File: src/hdl/gc_victim_zone_selector_core_defines.svh
// Assertion macros for the GC victim zone selector.
// Included by files that carry concurrent checks; no other dependencies.
`ifndef GC_VICTIM_ZONE_SELECTOR_CORE_DEFINES_SVH
`define GC_VICTIM_ZONE_SELECTOR_CORE_DEFINES_SVH

`ifndef SYNTHESIS
// checked only out of reset
`define GVZS_ASSERT(lbl, clk, rst_n, prop, msg) \
  lbl: assert property (@(posedge clk) disable iff (!rst_n) prop) else $error(msg);
// checked on every edge, reset included
`define GVZS_ASSERT_ALWAYS(lbl, clk, prop, msg) \
  lbl: assert property (@(posedge clk) prop) else $error(msg);
`else
`define GVZS_ASSERT(lbl, clk, rst_n, prop, msg)
`define GVZS_ASSERT_ALWAYS(lbl, clk, prop, msg)
`endif

`endif

File: src/hdl/gvzs_pkg.sv
// Shared types and constants for the GC victim zone selector.
// No dependencies.
`timescale 1ns / 1ps
`default_nettype none

package gvzs_pkg;

  localparam int unsigned ZoneW  = 12;
  localparam int unsigned CountW = 17;
  localparam int unsigned TsW    = 48;
  localparam int unsigned KeyW   = 48;
  localparam int unsigned HeatW  = CountW + 2;
  localparam int unsigned ModeW  = 2;

  // Encoding 3 is unused and falls back to greedy.
  typedef enum logic [ModeW-1:0] {
    MODE_GREEDY = 2'd0,
    MODE_TS     = 2'd1,
    MODE_HEAT   = 2'd2
  } mode_e;

  typedef struct packed {
    logic [ZoneW-1:0]  zone_index;
    logic              zone_full;
    logic [CountW-1:0] gc_blocks;
    logic [TsW-1:0]    age_sum;
    logic [CountW-1:0] before_count;
    logic [CountW-1:0] after_count;
    logic              last_zone;
  } zone_stat_t;

  typedef struct packed {
    logic              found;
    logic [ZoneW-1:0]  victim_zone;
    logic [CountW-1:0] victim_blocks;
  } victim_t;

  // Tracker to stage control: advance consumes the held item, emit loads a result.
  typedef struct packed {
    logic advance;
    logic emit;
  } trk_ctl_t;

endpackage

`default_nettype wire

File: src/hdl/gc_victim_zone_selector_core.sv
// Channel  Handshake                 Payload
// in       in_valid_i / in_ready_o   in_data_i   (zone_stat_t)
// out      out_valid_o / out_ready_i out_data_o  (victim_t)
// cfg      cfg_valid_i / cfg_ready_o cfg_data_i  (select mode)
//
// One zone item per cycle; a last item moves from the input register to the result register.
// Throughput is set by the single compare of the tracker against the running best.
// A last item waits in the input register while the result register is still full.
// Reset clears the mode to greedy, the running best and both stage valids.
//
// Top level of the GC victim zone selector; depends on gvzs_pkg, the stage modules
// and gc_victim_zone_selector_core_defines.svh.
`timescale 1ns / 1ps
`default_nettype none
`include "gc_victim_zone_selector_core_defines.svh"

module gc_victim_zone_selector_core (
  input  wire                            clk_i,
  input  wire                            rst_ni,
  input  wire                            in_valid_i,
  output logic                           in_ready_o,
  input  gvzs_pkg::zone_stat_t           in_data_i,
  output logic                           out_valid_o,
  input  wire                            out_ready_i,
  output gvzs_pkg::victim_t              out_data_o,
  input  wire                            cfg_valid_i,
  output logic                           cfg_ready_o,
  input  wire [gvzs_pkg::ModeW-1:0]      cfg_data_i
);
  import gvzs_pkg::*;

  mode_e      mode_q;
  logic       item_valid;
  zone_stat_t item;
  trk_ctl_t   ctl;
  victim_t    result;
  logic       out_free;
  logic       best_valid;

  assign cfg_ready_o = 1'b1;

  always_ff @(posedge clk_i or negedge rst_ni) begin
    if (!rst_ni) begin
      mode_q <= MODE_GREEDY;
    end else if (cfg_valid_i && cfg_ready_o) begin
      mode_q <= mode_e'(cfg_data_i);
    end
  end

  gvzs_in_stage u_in_stage (
    .clk_i        (clk_i),
    .rst_ni       (rst_ni),
    .in_valid_i   (in_valid_i),
    .in_ready_o   (in_ready_o),
    .in_data_i    (in_data_i),
    .ctl_i        (ctl),
    .item_valid_o (item_valid),
    .item_o       (item)
  );

  gvzs_best_tracker u_tracker (
    .clk_i        (clk_i),
    .rst_ni       (rst_ni),
    .mode_i       (mode_q),
    .item_valid_i (item_valid),
    .item_i       (item),
    .out_free_i   (out_free),
    .ctl_o        (ctl),
    .result_o     (result),
    .best_valid_o (best_valid)
  );

  gvzs_out_stage u_out_stage (
    .clk_i       (clk_i),
    .rst_ni      (rst_ni),
    .ctl_i       (ctl),
    .result_i    (result),
    .out_free_o  (out_free),
    .out_valid_o (out_valid_o),
    .out_ready_i (out_ready_i),
    .out_data_o  (out_data_o)
  );

  // A held last item must not be dropped while the result slot is busy.
  `GVZS_ASSERT(a_last_held, clk_i, rst_ni, item_valid && item.last_zone && out_valid_o && !out_ready_i |=> item_valid, "last item lost while output stalled")
  // A finished scan leaves no best zone behind.
  `GVZS_ASSERT(a_scan_clears, clk_i, rst_ni, ctl.emit |=> !best_valid, "best zone not cleared after report")
  // An empty report carries no zone or garbage count.
  `GVZS_ASSERT(a_empty_report, clk_i, rst_ni, out_valid_o && !out_data_o.found |-> out_data_o.victim_zone == '0 && out_data_o.victim_blocks == '0, "empty report has payload")
  // A result is only loaded into a free slot.
  `GVZS_ASSERT_ALWAYS(a_no_overwrite, clk_i, ctl.emit |-> out_free, "result register overwritten")

endmodule

`default_nettype wire

File: src/hdl/gvzs_in_stage.sv
// Input register for one zone statistics item.
// Depends on gvzs_pkg.
`timescale 1ns / 1ps
`default_nettype none

module gvzs_in_stage (
  input  wire                     clk_i,
  input  wire                     rst_ni,
  input  wire                     in_valid_i,
  output logic                    in_ready_o,
  input  gvzs_pkg::zone_stat_t    in_data_i,
  input  gvzs_pkg::trk_ctl_t      ctl_i,
  output logic                    item_valid_o,
  output gvzs_pkg::zone_stat_t    item_o
);
  import gvzs_pkg::*;

  logic       vld_q, vld_d;
  zone_stat_t item_q;

  // Free when empty or when the held item leaves this cycle.
  assign in_ready_o = !vld_q || ctl_i.advance;

  always_comb begin
    vld_d = vld_q;
    if (in_ready_o) begin
      vld_d = in_valid_i;
    end
  end

  always_ff @(posedge clk_i or negedge rst_ni) begin
    if (!rst_ni) begin
      vld_q <= 1'b0;
    end else begin
      vld_q <= vld_d;
    end
  end

  always_ff @(posedge clk_i) begin
    if (in_valid_i && in_ready_o) begin
      item_q <= in_data_i;
    end
  end

  assign item_valid_o = vld_q;
  assign item_o       = item_q;

endmodule

`default_nettype wire

File: src/hdl/gvzs_best_tracker.sv
// Compare-and-keep-best logic with the running best zone of the scan.
// Depends on gvzs_pkg.
`timescale 1ns / 1ps
`default_nettype none

module gvzs_best_tracker (
  input  wire                     clk_i,
  input  wire                     rst_ni,
  input  gvzs_pkg::mode_e         mode_i,
  input  wire                     item_valid_i,
  input  gvzs_pkg::zone_stat_t    item_i,
  input  wire                     out_free_i,
  output gvzs_pkg::trk_ctl_t      ctl_o,
  output gvzs_pkg::victim_t       result_o,
  output logic                    best_valid_o
);
  import gvzs_pkg::*;

  logic              best_valid_q, best_valid_d;
  logic [ZoneW-1:0]  best_zone_q, best_zone_d;
  logic [KeyW-1:0]   best_key_q, best_key_d;
  logic [CountW-1:0] best_garbage_q, best_garbage_d;

  logic [HeatW-1:0]  heat;
  logic [KeyW-1:0]   key;
  logic              better;
  logic              take;

  logic              nb_valid;
  logic [ZoneW-1:0]  nb_zone;
  logic [KeyW-1:0]   nb_key;
  logic [CountW-1:0] nb_garbage;

  // A last item needs the result slot; others always move on.
  assign ctl_o.advance = item_valid_i && (!item_i.last_zone || out_free_i);
  assign ctl_o.emit    = ctl_o.advance && item_i.last_zone;

  assign heat = {2'b00, item_i.before_count} + {1'b0, item_i.after_count, 1'b0};

  always_comb begin
    unique case (mode_i)
      MODE_TS: begin
        key    = item_i.age_sum;
        better = key < best_key_q;
      end
      MODE_HEAT: begin
        key    = {{(KeyW-HeatW){1'b0}}, heat};
        better = key < best_key_q;
      end
      default: begin
        key    = {{(KeyW-CountW){1'b0}}, item_i.gc_blocks};
        better = key > best_key_q;
      end
    endcase
  end

  // Strict compares keep the earlier zone on a tie.
  assign take = item_i.zone_full && (!best_valid_q || better);

  always_comb begin
    nb_valid   = best_valid_q || take;
    nb_zone    = take ? item_i.zone_index : best_zone_q;
    nb_key     = take ? key               : best_key_q;
    nb_garbage = take ? item_i.gc_blocks  : best_garbage_q;
  end

  always_comb begin
    best_valid_d   = best_valid_q;
    best_zone_d    = best_zone_q;
    best_key_d     = best_key_q;
    best_garbage_d = best_garbage_q;
    if (ctl_o.advance) begin
      best_valid_d   = nb_valid && !item_i.last_zone;
      best_zone_d    = nb_zone;
      best_key_d     = nb_key;
      best_garbage_d = nb_garbage;
    end
  end

  always_ff @(posedge clk_i or negedge rst_ni) begin
    if (!rst_ni) begin
      best_valid_q <= 1'b0;
    end else begin
      best_valid_q <= best_valid_d;
    end
  end

  // Payload only matters while best_valid_q is set.
  always_ff @(posedge clk_i) begin
    best_zone_q    <= best_zone_d;
    best_key_q     <= best_key_d;
    best_garbage_q <= best_garbage_d;
  end

  assign result_o.found         = nb_valid;
  assign result_o.victim_zone   = nb_valid ? nb_zone : '0;
  assign result_o.victim_blocks = nb_valid ? nb_garbage : '0;
  assign best_valid_o           = best_valid_q;

endmodule

`default_nettype wire

File: src/hdl/gvzs_out_stage.sv
// Result register holding one victim report until transferred.
// Depends on gvzs_pkg.
`timescale 1ns / 1ps
`default_nettype none

module gvzs_out_stage (
  input  wire                  clk_i,
  input  wire                  rst_ni,
  input  gvzs_pkg::trk_ctl_t   ctl_i,
  input  gvzs_pkg::victim_t    result_i,
  output logic                 out_free_o,
  output logic                 out_valid_o,
  input  wire                  out_ready_i,
  output gvzs_pkg::victim_t    out_data_o
);
  import gvzs_pkg::*;

  logic    vld_q, vld_d;
  victim_t res_q;

  assign out_free_o = !vld_q || out_ready_i;

  always_comb begin
    vld_d = vld_q;
    if (ctl_i.emit) begin
      vld_d = 1'b1;
    end else if (out_ready_i) begin
      vld_d = 1'b0;
    end
  end

  always_ff @(posedge clk_i or negedge rst_ni) begin
    if (!rst_ni) begin
      vld_q <= 1'b0;
    end else begin
      vld_q <= vld_d;
    end
  end

  always_ff @(posedge clk_i) begin
    if (ctl_i.emit) begin
      res_q <= result_i;
    end
  end

  assign out_valid_o = vld_q;
  assign out_data_o  = res_q;

endmodule

`default_nettype wire

File: config.mk
export PLATFORM = sky130hd
export DESIGN_NAME = gc_victim_zone_selector_core
export DESIGN_NICKNAME = d
export VERILOG_FILES = /design/src/hdl/gvzs_pkg.sv /design/src/hdl/gc_victim_zone_selector_core.sv /design/src/hdl/gvzs_in_stage.sv /design/src/hdl/gvzs_best_tracker.sv /design/src/hdl/gvzs_out_stage.sv
export VERILOG_INCLUDE_DIRS = /design/src /design/src/hdl
export SDC_FILE = /design/constraint.sdc
export NUM_CORES = 1
export LEC_CHECK = 0
export BUFFER_PORTS_ARGS = -buffer_cell sky130_fd_sc_hd__buf_2
export CAP_MARGIN = 20
export CORE_UTILIZATION = 58
export DETAILED_ROUTE_END_ITERATION = 8
export GPL_ROUTABILITY_DRIVEN = 0
export PLACE_DENSITY = 0.84
export SETUP_SLACK_MARGIN = 0.05
export SYNTH_ARGS = -nofsm -noshare
export SYNTH_HDL_FRONTEND = slang
export SYNTH_HIERARCHICAL = 1
export SYNTH_SLANG_ARGS = --single-unit
File: constraint.sdc
create_clock -name clk_i -period 7 [get_ports clk_i]
set_input_delay 1.05 -clock clk_i [delete_from_list [all_inputs] [get_ports clk_i]]
set_output_delay 1.05 -clock clk_i [all_outputs]
set_load 0.1 [all_outputs]
Word level (Yosys, flattened, before mapping)
Cells that the tools add are included.
Widths: inputs -> output; s select.
{"block": "op_classes", "addsub": 1, "reduce_logical": 16, "n_mux": 6, "n_eq_ne": 2, "n_lt_le_gt_ge": 3}
{"cell": "$pmux 48 s2", "n": 1}
{"cell": "$gt 17x48->1", "n": 1}
{"cell": "$lt 19x48->1", "n": 1}
{"cell": "$lt 48x48->1", "n": 1}
{"cell": "$add 17x18->19", "n": 1}
{"cell": "$mux 17", "n": 1}
{"cell": "$mux 12", "n": 1}
{"cell": "$logic_and 1x1->1", "n": 5}
{"cell": "$logic_or 1x1->1", "n": 5}
{"cell": "$logic_not 1->1", "n": 4}
{"cell": "$eq 2x1->1 const B", "n": 1}
{"cell": "$eq 2x2->1 const B", "n": 1}
{"cell": "$mux 1", "n": 2}
{"cell": "$pmux 1 s2", "n": 1}
{"cell": "$reduce_and 2->1", "n": 1}
{"cell": "$reduce_bool 2->1", "n": 1}
{"block": "totals", "inputBits": 120, "register_bits": 225, "output_inout_bits": 33, "wordCells": 45}

Logic depth before layout (Yosys ltp)
{"block": "logic_depth", "ltp_word": 7, "depth_mapped": 18, "depth_no_buf": 16}

Cells and area by module
Netlist, hierarchy kept.
{"module": "gvzs_best_tracker", "cells_each": 647, "seq_area_each_um2": 2337.2, "n_inst": 1, "area_each_um2": 6501.2}
{"module": "gvzs_in_stage", "cells_each": 117, "seq_area_each_um2": 3418.3, "n_inst": 1, "area_each_um2": 3447.1}
{"module": "gvzs_out_stage", "cells_each": 33, "seq_area_each_um2": 925.9, "n_inst": 1, "area_each_um2": 948.4}
{"module": "gc_victim_zone_selector_core", "cells_each": 6, "seq_area_each_um2": 50.0, "n_inst": 1, "area_each_um2": 83.8}

Worst setup path after synthesis
OpenSTA, ideal clock, no wires.
{"block": "synth_timing", "kind": "input port to flip-flop", "from": "input out_ready_i", "to": "register u_tracker.best_key_q[0] (enable)", "path_buffers": 0, "setup_ns": 0.459, "required_ns": 6.541, "setup_slack_ns": 0.721, "arrival_ns": 5.820, "stages": 4, "cell_sequence": "nand2b_4 -> inv_1 -> a21boi_0 -> nor2b_1"}
{"element": "start: declaration", "line": "gc_victim_zone_selector_core.sv:24", "text": "input wire out_ready_i,"}
{"element": "end signal: assignment", "line": "gvzs_best_tracker.sv:91", "text": "best_key_q <= best_key_d;"}
{"element": "end: declaration", "line": "gvzs_best_tracker.sv:21", "text": "logic [KeyW-1:0] best_key_q, best_key_d;"}

Final worst setup path
{"block": "layout_timing", "from": "register u_in_stage.item_q (netlist bit u_in_stage/item_o[1])", "to": "register u_tracker.best_key_q[3] (enable)"}
{"block": "layout_between", "elab_chain_len": 6}
{"element": "start: declaration", "line": "gvzs_in_stage.sv:19", "text": "zone_stat_t item_q;"}
{"element": "start signal: assignment", "line": "gvzs_in_stage.sv:41", "text": "item_q <= in_data_i;"}
{"element": "$add 17x18->19", "line": "gvzs_best_tracker.sv:38", "text": "assign heat = {2'b00, item_i.before_count} + {1'b0, item_i.after_count, 1'b0};"}
{"element": "$lt 19x48->1", "line": "gvzs_best_tracker.sv:48", "text": "better = key < best_key_q;"}
{"element": "$pmux 1 s2", "line": "gvzs_best_tracker.sv:41", "text": "unique case (mode_i)"}
{"element": "$logic_or 1x1->1", "line": "gvzs_best_tracker.sv:58", "text": "assign take = item_i.zone_full && (!best_valid_q || better);"}
{"element": "$logic_and 1x1->1", "line": "gvzs_best_tracker.sv:58"}
{"element": "$reduce_and 2->1 (no source line)"}
No other way between the ends.
A chain may end at the register's enable or synchronous reset.

==> run_results.csv <==
group,metric,value,unit
floorplan,fp.dieArea,19500,µm²
worst_setup_path,end_kind,"flip-flop",
floorplan,num_rows,49,
global_route,grt_use_met3,3.72,%
sta,setup_violations,0,
clock_network,clockBufferDepth,3,
routing,ant_nets,0,
worst_setup_path,start_kind,"flip-flop",
worst_setup_path,crit_type,"flip-flop to flip-flop",
floorplan,coreArea,18300,µm²
flow_run,cap_viol_max_count,0,
finish,most-common-layout-cells,"220 x edfxtp_1, 151 x buf_2, 100 x ha_1, 61 x inv_1, 43 x and2_1",
routing,drc,0,
synthesis,synth-seq-area-share,61.3,%
worst_setup_path,cp.arrival,5.58,ns
synthesis,synth_cell_types,65,
worst_setup_path,slowest_stage,"nor2b_4",
sta,skew,0.00827,ns
worst_setup_path,slowest_delay,0.58,ns
sta,slew_viol_final,0,
finish,layout_commonest_cell,"edfxtp_1",
floorplan,ioPinCount,153,
routing,wl_per_cell,18.1,µm
floorplan,start_util,60.1,%
worst_setup_path,path_cells,"ha_1, fa_1, a21oi_1, o211ai_1, o21a_1, a21o_1, a21oi_1, xnor2_1, ha_1, nand4_1, a21oi_1, o31ai_1, o221ai_1, o2bb2ai_1, o31ai_4, buf_4, nor2b_4, buf_4",
sta,hold_viol,0,
clock_network,clock-sinks,225,
sta,tightest_slew,0.787,ns
power_and_ir_drop,power_leakage,0.00522,µW
clock_network,numCtsBuffers,24,
sta,fin_crit,5.40,ns
power_and_ir_drop,power,4030,µW
synthesis,yosysWarnings,6,
sta,setup_tns,0,ns
synthesis,async_flop_share,2.22,%
routing,drt_iter0_markers,707,
clock_network,root_buffer,"clkbuf_16",
routing,drt_pass1_iterations,5,
routing,viasPerCell,5.88,
finish,multi_input_comb_area,3920,µm²
synthesis,syn-num-nets,1024,
global_route,use_met2,36.7,%
global_route,grt_max_degree,58,
global_route,grt_busiest_layer,"met2",
clock_network,postCtsSetupBuffers,0,
global_route,grt_pass1_wl,35000,µm
clock_network,cts_tree,"done",
global_route,grt_pass1_vias,7001,
power_and_ir_drop,powerDensity,314,nW/µm²
finish,drive_above_1_share,21.7,%
floorplan,die_y,140,µm
global_route,overflow,0,
placement,io_buffers,151,
finish,n_antenna_cell,0,
sta,fmax,0.185,GHz
clock_network,cts_resized,0,
clock_network,hold_buffers,0,
worst_setup_path,crit_top_cell,"a21oi_1",
clock_network,clk_latency,0.51,ns
clock_network,cts_max_level,1,
routing,vias,7104,
finish,fin_nets,1183,
synthesis,synth_top_area_share,60.2,%
finish,fin_util,70.2,%
synthesis,yosysTopAreaCell,"edfxtp_1",
worst_setup_path,worstPathMaxFanout,31,
synthesis,ys_ff_latch,225,
synthesis,ys_dominant_reg_cell,"edfxtp_1",
finish,n_fill_cell,1240,
global_route,grtUsageTotal,22.7,%
routing,wl,21900,µm
clock_network,path_clk_slew,0.06,ns
synthesis,netlist_instances,803,
floorplan,fp.dieW,140,µm
sta,slew_headroom,47.5,%
global_route,use_met1,32.4,%
synthesis,synth_area,11000,µm²
sta,grt_setup_unrepaired,"no",
synthesis,synth_edf_count,220,
finish,regArea,6730,µm²
placement,hpwl,15500,µm
power_and_ir_drop,power.ir.vdd_worst,0.000226,V
finish,syn2layout_area_growth,16.8,%
global_route,antenna_found_initial,0,
outcome,status,"complete, no violations",
synthesis,syn_avg_cell_area,13.7,µm²
worst_setup_path,required,7.18,ns
hold_path,hp-class,"input pin to async pin",
sta,finalCritPeriodShare,77.1,%
synthesis,yosys-top-cells-area,"edfxtp_1 60%, ha_1 11%, and2_1 2.4%",
## cells in the mapped netlist, types with 3 or more instances
cell and instances:
edfxtp_1 220, ha_1 100, inv_1 61, and2_1 43, nand2_1 42, a21oi_1 35, a22o_1 28, o21ai_0 27
nor2_1 25, a32o_1 15, clkbuf_1 15, mux2_1 15, nand3_1 14, nand4_1 12, a22oi_1 11, xnor2_1 10
a21o_1 9, nor4_1 9, buf_2 6, o211ai_1 6, and3_1 5, dfrtp_1 5, nor2b_1 5, o21a_1 5
a211oi_1 4, a31oi_1 4, buf_4 4, nand2b_1 4, o21bai_1 4, xor2_1 4, a221o_1 3, a221oi_1 3
mux2_2 3, nand4b_1 3, o2111ai_1 3
## layout make-up
cell class	count	share of cell area, %
clock buffers	28	4.97
flip-flops and latches	225	52.5
multi-input cells	489	30.6
repair buffers	161	6.48
inverters	61	1.79
well taps	229	2.23
clock inverters	16	1.43
## per-stage QoR
stage	hold WS [ns]	instances	worst slack (ns)	cell area [µm²]
after global placement	0.521	1165	1.84	12000
after CTS	0.345	1209	1.62	12800
after floorplan	0.498	803	0.721	11000
after detailed placement	0.532	1165	1.69	12000
final	0.351	1209	1.60	12800
after global routing	0.359	1209	1.26	12800
## cells by family (layout without fill, tap and decap cells)
kind of cell	Yosys count	count (layout)	share of synthesized area, %
buf+inv	89	266	3.38
xor+xnor	14	14	1.12
other cells	1	1	0.0342
flops	225	225	61.3
fa+ha+maj	101	101	11.6
mux	18	18	1.85
compound gates	177	177	11.8
simple gates	178	178	8.90
## report_power, final
part,switching [µW],internal [µW]
Combinational,623,320
Clock,501,798
Sequential,79.6,1710
## per-layer routing
metal | wire [µm] | vias to the layer above
met5 | 0 | -
met4 | 411 | 0
met3 | 1560 | 28
met2 | 10200 | 291
met1 | 9760 | 3382
li1 | - | 3403
## critical path: cells and delay by family, from the launching register on
family / cells / cell delay, ns
XOR/XNOR: 1 / 0.18
AO/OA/AOI/OAI: 10 / 2.07
buffers and inverters: 2 / 0.73
flip-flops: 1 / 0.40
adder cells (fa/ha/maj): 3 / 0.96
AND/OR/NAND/NOR: 2 / 0.68
## registers in the layout, indices dropped and copies added (netlist names)
signal / count
u_in_stage/item_o: 113
u_tracker/best_key_q: 48
u_out_stage/out_data_o: 30
u_tracker/best_garbage_q: 17
u_tracker/best_zone_q: 12
mode_q: 2
u_in_stage/item_valid_o: 1
u_out_stage/out_valid_o: 1
u_tracker/best_valid_o: 1
## worst paths after layout
path / from / endpoint / slack, ns / depth (start not counted)
setup / recovery: u_in_stage/item_o[1]$_DFFE_PP_ / u_tracker/best_key_q[3]$_DFFE_PP_ / 1.60 / 18
hold / removal: rst_ni / u_tracker/best_valid_o$_DFFE_PN0P_ / 0.35 / 1
setup reg to reg: u_in_stage/item_o[1]$_DFFE_PP_ / u_tracker/best_key_q[3]$_DFFE_PP_ / 1.60 / 18
hold reg to reg: u_out_stage/out_valid_o$_DFFE_PN0P_ / u_out_stage/out_valid_o$_DFFE_PN0P_ / 0.54 / 2
max in group asynchronous: rst_ni / mode_q[0]$_DFFE_PN0P_ / 6.50 / 1
min in group clk_i: u_out_stage/out_valid_o$_DFFE_PN0P_ / u_out_stage/out_valid_o$_DFFE_PN0P_ / 0.54 / 2
Note: power is estimated with default switching activity, not from simulation.
